<file path="src/rtl/pfa_pkg.sv">
// ----------------------------------------------------------------------------
// pfa_pkg
// Shared sizes, codes and controller/datapath handshake types for the page
// frame bitmap allocator.
// ----------------------------------------------------------------------------
package pfa_pkg;

  // Map geometry
  localparam int NUM_FRAMES  = 32768;
  localparam int PAGE_BYTES  = 4096;
  localparam int PAGE_SHIFT  = $clog2(PAGE_BYTES);
  localparam int MAP_W       = 64;
  localparam int BIT_W       = $clog2(MAP_W);
  localparam int NUM_WORDS   = (NUM_FRAMES + MAP_W - 1) / MAP_W;
  localparam int WADDR_W     = (NUM_WORDS > 1) ? $clog2(NUM_WORDS) : 1;
  localparam int GIDX_W      = WADDR_W + BIT_W;
  localparam int CHUNK_W     = 8;
  localparam int NUM_CHUNKS  = MAP_W / CHUNK_W;
  localparam int CHK_W       = $clog2(NUM_CHUNKS);
  localparam int CHUNK_BIT_W = $clog2(CHUNK_W);

  // Field widths
  localparam int ACT_W      = 2;
  localparam int COUNT_W    = 16;
  localparam int ADDR_W     = 64;
  localparam int STATUS_W   = 2;
  localparam int CFG_IDX_W  = 1;
  localparam int CFG_DATA_W = 64;

  // Request codes
  localparam logic [ACT_W-1:0] ACT_ALLOC = 2'd0;
  localparam logic [ACT_W-1:0] ACT_FREE  = 2'd1;
  localparam logic [ACT_W-1:0] ACT_PEEK  = 2'd2;

  // Response codes
  localparam logic [STATUS_W-1:0] ST_OK      = 2'd0;
  localparam logic [STATUS_W-1:0] ST_NOSPACE = 2'd1;
  localparam logic [STATUS_W-1:0] ST_BADADDR = 2'd2;

  // Register indexes
  localparam logic [CFG_IDX_W-1:0] CFG_BASE = 1'b0;
  localparam logic [CFG_IDX_W-1:0] CFG_END  = 1'b1;

  // Result preset selected by the controller
  typedef enum logic [1:0] {
    RES_NONE,
    RES_BASE,
    RES_NOSPACE,
    RES_BADADDR
  } res_op_t;

  typedef struct packed {
    logic    load_req;
    logic    clr_step;
    logic    scan_start;
    logic    scan_eval;
    logic    scan_chunk;
    logic    scan_adv;
    logic    free_chk;
    logic    rng_init_alloc;
    logic    rng_init_free;
    logic    rng_write;
    logic    res_set;
    res_op_t res_op;
    logic    out_load;
  } pfa_cmd_t;

  typedef struct packed {
    logic clr_last;
    logic is_alloc;
    logic is_free;
    logic is_peek;
    logic cnt_zero;
    logic cnt_big;
    logic ev_hit;
    logic ev_mixed;
    logic ch_hit;
    logic ch_last;
    logic last_word;
    logic chk_bad;
    logic rng_empty;
    logic rng_last;
    logic out_busy;
  } pfa_sts_t;

endpackage

</file>
<file path="src/rtl/pfa_ctrl.sv">
// ----------------------------------------------------------------------------
// pfa_ctrl
// Sequencer for the allocator: clearing pass, request decode, first-fit scan,
// range mark/clear and result hand-off.
// ----------------------------------------------------------------------------
module pfa_ctrl import pfa_pkg::*; (
  input  logic     clk,
  input  logic     rst_n,
  input  logic     in_valid,
  output logic     in_ready,
  input  pfa_sts_t sts,
  output pfa_cmd_t cmd
);

  localparam int SW = 4;
  localparam logic [SW-1:0] S_CLEAR      = 4'd0;
  localparam logic [SW-1:0] S_IDLE       = 4'd1;
  localparam logic [SW-1:0] S_DECODE     = 4'd2;
  localparam logic [SW-1:0] S_SCAN_EVAL  = 4'd3;
  localparam logic [SW-1:0] S_SCAN_CHUNK = 4'd4;
  localparam logic [SW-1:0] S_MARK_INIT  = 4'd5;
  localparam logic [SW-1:0] S_FREE_CHK   = 4'd6;
  localparam logic [SW-1:0] S_FREE_DEC   = 4'd7;
  localparam logic [SW-1:0] S_RNG_WR     = 4'd8;
  localparam logic [SW-1:0] S_DONE       = 4'd9;

  logic [SW-1:0] state_r;
  logic [SW-1:0] state_nxt;

  // State register
  always_ff @(posedge clk) begin
    if (!rst_n) begin
      state_r <= S_CLEAR;
    end else begin
      state_r <= state_nxt;
    end
  end

  // Next state and commands
  always_comb begin
    state_nxt = state_r;
    cmd       = '0;
    in_ready  = 1'b0;
    unique case (state_r)
      S_CLEAR: begin
        cmd.clr_step = 1'b1;
        if (sts.clr_last) begin
          state_nxt = S_IDLE;
        end
      end
      S_IDLE: begin
        in_ready = 1'b1;
        if (in_valid) begin
          cmd.load_req = 1'b1;
          state_nxt    = S_DECODE;
        end
      end
      S_DECODE: begin
        priority if (sts.is_alloc && sts.cnt_zero) begin
          cmd.res_set = 1'b1;
          cmd.res_op  = RES_BASE;
          state_nxt   = S_DONE;
        end else if (sts.is_alloc && sts.cnt_big) begin
          cmd.res_set = 1'b1;
          cmd.res_op  = RES_NOSPACE;
          state_nxt   = S_DONE;
        end else if (sts.is_alloc || sts.is_peek) begin
          cmd.scan_start = 1'b1;
          state_nxt      = S_SCAN_EVAL;
        end else if (sts.is_free) begin
          state_nxt = S_FREE_CHK;
        end else begin
          cmd.res_set = 1'b1;
          cmd.res_op  = RES_NONE;
          state_nxt   = S_DONE;
        end
      end
      S_SCAN_EVAL: begin
        cmd.scan_eval = 1'b1;
        priority if (sts.ev_hit) begin
          state_nxt = sts.is_alloc ? S_MARK_INIT : S_DONE;
        end else if (sts.ev_mixed) begin
          state_nxt = S_SCAN_CHUNK;
        end else if (sts.last_word) begin
          cmd.res_set = 1'b1;
          cmd.res_op  = RES_NOSPACE;
          state_nxt   = S_DONE;
        end else begin
          cmd.scan_adv = 1'b1;
        end
      end
      S_SCAN_CHUNK: begin
        cmd.scan_chunk = 1'b1;
        priority if (sts.ch_hit) begin
          state_nxt = sts.is_alloc ? S_MARK_INIT : S_DONE;
        end else if (sts.ch_last && sts.last_word) begin
          cmd.res_set = 1'b1;
          cmd.res_op  = RES_NOSPACE;
          state_nxt   = S_DONE;
        end else if (sts.ch_last) begin
          cmd.scan_adv = 1'b1;
          state_nxt    = S_SCAN_EVAL;
        end else begin
          state_nxt = S_SCAN_CHUNK;
        end
      end
      S_MARK_INIT: begin
        cmd.rng_init_alloc = 1'b1;
        state_nxt          = S_RNG_WR;
      end
      S_FREE_CHK: begin
        cmd.free_chk = 1'b1;
        state_nxt    = S_FREE_DEC;
      end
      S_FREE_DEC: begin
        cmd.res_set = 1'b1;
        priority if (sts.chk_bad) begin
          cmd.res_op = RES_BADADDR;
          state_nxt  = S_DONE;
        end else if (sts.rng_empty) begin
          cmd.res_op = RES_NONE;
          state_nxt  = S_DONE;
        end else begin
          cmd.res_op        = RES_NONE;
          cmd.rng_init_free = 1'b1;
          state_nxt         = S_RNG_WR;
        end
      end
      S_RNG_WR: begin
        cmd.rng_write = 1'b1;
        if (sts.rng_last) begin
          state_nxt = S_DONE;
        end
      end
      S_DONE: begin
        if (!sts.out_busy) begin
          cmd.out_load = 1'b1;
          state_nxt    = S_IDLE;
        end
      end
      default: begin
        state_nxt = S_CLEAR;
      end
    endcase
  end

endmodule

</file>
<file path="config.mk">
export PLATFORM = sky130hd
export DESIGN_NAME = pfa_ctrl
export DESIGN_NICKNAME = d
export VERILOG_FILES = /design/src/rtl/pfa_pkg.sv /design/src/rtl/pfa_ctrl.sv
export SDC_FILE = /design/constraint.sdc
export NUM_CORES = 1
export LEC_CHECK = 0
export ABC_AREA = 1
export BUFFER_PORTS_ARGS = -buffer_cell sky130_fd_sc_hd__buf_2
export CORE_MARGIN = 5
export CORE_UTILIZATION = 26
export CTS_BUF_LIST = sky130_fd_sc_hd__clkbuf_4
export CTS_CLUSTER_DIAMETER = 100
export DETAILED_ROUTE_END_ITERATION = 16
export PLACE_DENSITY = 0.61
export SYNTH_ARGS = -nofsm -noshare
export SYNTH_HDL_FRONTEND = slang
export SYNTH_SLANG_ARGS = --single-unit
export TNS_END_PERCENT = 50
</file>
<file path="constraint.sdc">
create_clock -name clk -period 2.1 [get_ports clk]
set_clock_uncertainty 0.1 [all_clocks]
set_input_delay 0.315 -clock clk [delete_from_list [all_inputs] [get_ports clk]]
set_output_delay 0.315 -clock clk [all_outputs]
set_load 0.005 [all_outputs]
</file>
==> impl_results.md <==
- Post-Synth XOR/XNOR Area: 0%
- Mapped cell area: 660.6 sq um
- Clock root cell: clkbuf_4
- Initial antenna violation count: 0
- Fin. max-slew vios: 0
- CP max FO: 6
- Fin. Hold Viols: 0
- Simple-Gate Fraction of Synth Area: between 60 and 70%
- Layout cells sized above 1: between 30% and 40%
- Post-CTS Resized: 0
- Drt pass-1 iters: 6
- Width of the die: between 60 and 70 microns
- Longest Clk Path Bufs: 2
- Wire per inst: slightly below 10 microns
- Core Area: 2455 sq um
- Postcts setup bufs: 0
- Synth-to-Final Area Change: 33.33%
- Proportion of synthesized area in mux cells: 0%
- Rel. slew slack: between 80% and 90%
- # hold bufs at CTS: 0
- Max Fclk: 531.0 MHz
- Max cap viols: 0
- Leading cell type in the layout, fill and taps excluded: buf_2
- WS Path Type: flip-flop to primary output
- Final TNS setup: 0 ps
- First-pass GRT wire length: 3298 microns
- Initial DRC Count: 19
- Core Util, Final: 35.88%
- Initial Utilization: between 20% and 30%
- Reg clk slew, reported paths: 40 ps
- Synth Area in Adders: 0%
- # setup viols final: 0
- P_leak: 0.5321 nW
- Synthesized flop and latch total: 4
- DIE HEIGHT: 60.41 microns
- PnR worst setup slack: 216.6 ps
- CP Capture Type: primary output
- Routed Antenna Nets: 0
- Internal reg-to-reg setup slack: 700 ps
- Worst skew pair latency: around 230 ps
- Routed wire length: approximately 1900 microns
- Top reg by flops: state_r
- Biggest regs: state_r (4)
- Worst Max-Slew Pin Slew: 291.1 ps
- Worst Path Arrival: 1470 ps
- Crit start category: flip-flop
- Total global-route track usage: 11.52%
- IO Count: 33
- Synth unique cells: 22
- Sequential share of the synthesized area: 12.12%
- Vias per cell: about 4.5
- VDD IR max: 259.5 uV
- Outcome: finished, final reports clean
- Yosys warns: 0
- Clock tree sinks: 4
- Fin crit period: ~1900 ps
- Overflow after GRT: 0
- Design Area, Final: 880.8 sq um
- Most frequent cells in the layout: 32 x buf_2, 31 x nand2_1, 24 x inv_1, 18 x nor2_1, 7 x nand3_1
- Die ar.: 3649 sq um
- Dpl cell area: 858.3 sq um
- Post-route DRC: 0
- Mean Syn Cell Area: 5.328 sq um
- Placed insts: roughly 190
- Largest family of logic cells by synthesized area: simple AND/OR/NAND/NOR gates
- Max FFs per register: 4
- PwrDens: 708.9 nW/um^2
- Mapped Nets: 142
- Place WS: 469.9 ps
- Vias in the first global route: 848
- Req. time, crit path: 1680 ps
- Port Buf Inserts: 32
- Via count: 848
- Synth Area in Compound Gates: 9.091%
- Syn Inst Count: around 120
- Row Count: 18
- Worst Hold Class: input port to flip-flop
- Cts bufs inserted: 3
- RSZ-0062 raised after global routing: no
- Post-detail-place hpwl: 1705 microns
- Largest net degree at the start of global routing: 7
- Final net count: 179
- Final cell count without fillers: approximately 190
- Fin crit share: 89.69%
- CTS tree: yes
- # diodes: 0
- H-tree depth: 1
- Final RePlAce weighted congestion: 0.8277
cell type report:
class / count / area, sq um
Fill cell: 282 / 1574
Multi-Input combinational cell: 91 / 470.5
Timing Repair Buffer: 32 / 160.2
Inverter: 29 / 110.1
Sequential cell: 4 / 80.08
Tap cell: 30 / 37.54
Clock buffer: 3 / 22.52
metal layers:
metal  routed length [microns]  up-vias  global-route usage, %
met4                        15        0                  2.848
li1                          -      451                      -
met5                         0        -                      0
met2                       878       37                  20.37
met3                       173        2                  2.340
met1                       810      358                  14.23
final timing paths:
check                                        startpoint                 endpoint  cells after the start
worst max-delay path            state_r[0]$_SDFFE_PN0P_                   cmd[2]                      6
worst min-delay path                              rst_n  state_r[3]$_SDFFE_PN0P_                      3
worst max register to register  state_r[0]$_SDFFE_PN0P_  state_r[1]$_SDFFE_PN0P_                      7
worst min register to register  state_r[0]$_SDFFE_PN0P_  state_r[0]$_SDFFE_PN0P_                      2
cells by family after synthesis:
group | Yosys count
AO/OA/AOI/OAI | 11
buffers and inverters | 29
AND/OR/NAND/NOR | 80
flip-flops | 4
Yosys cell counts:
master    count  share of area [%]
nand2_1      31                 18
inv_1        24                 14
nor2_1       18                 10
nand3_1       7                5.3
nor2_4        5                8.5
o21ai_0       5                3.8
dfxtp_1       4                 12
inv_2         4                2.3
nand2_2       4                3.8
a21oi_1       3                2.3
nand4_1       3                2.8
nor2_2        3                2.8
nand3_2       2                3.0
nand3b_1      2                2.3
nor3_1        2                1.5
a21oi_2       1                1.3
a31oi_1       1               0.95
clkinv_2      1               0.76
nand2_4       1                1.7
nor3_2        1                1.5
o21ai_1       1               0.76
or2_2         1               0.95
through the flow:
step                      hold WS (ps)  total power, mW
after floorplan                  385.7           0.4079
after global placement           452.6           0.5290
after detailed placement         463.1           0.5353
after CTS                        258.3           0.6343
after global routing             273.1           0.6998
final                            255.5           0.6244
critical path, cell delays in order, from the launching register on:
cell,delay [ps]
dfxtp_1,370
nor2_2,290
nand2_2,130
nor3_1,160
inv_1,80
nand4_1,80
buf_2,110
power breakdown:
| group | internal (mW) | switching, mW |
|---|---|---|
| registers | 0.0958 | 0.0359 |
| logic | 0.151 | 0.247 |
| clock network | 0.0638 | 0.0304 |
Power figures use the tool's default switching activity.
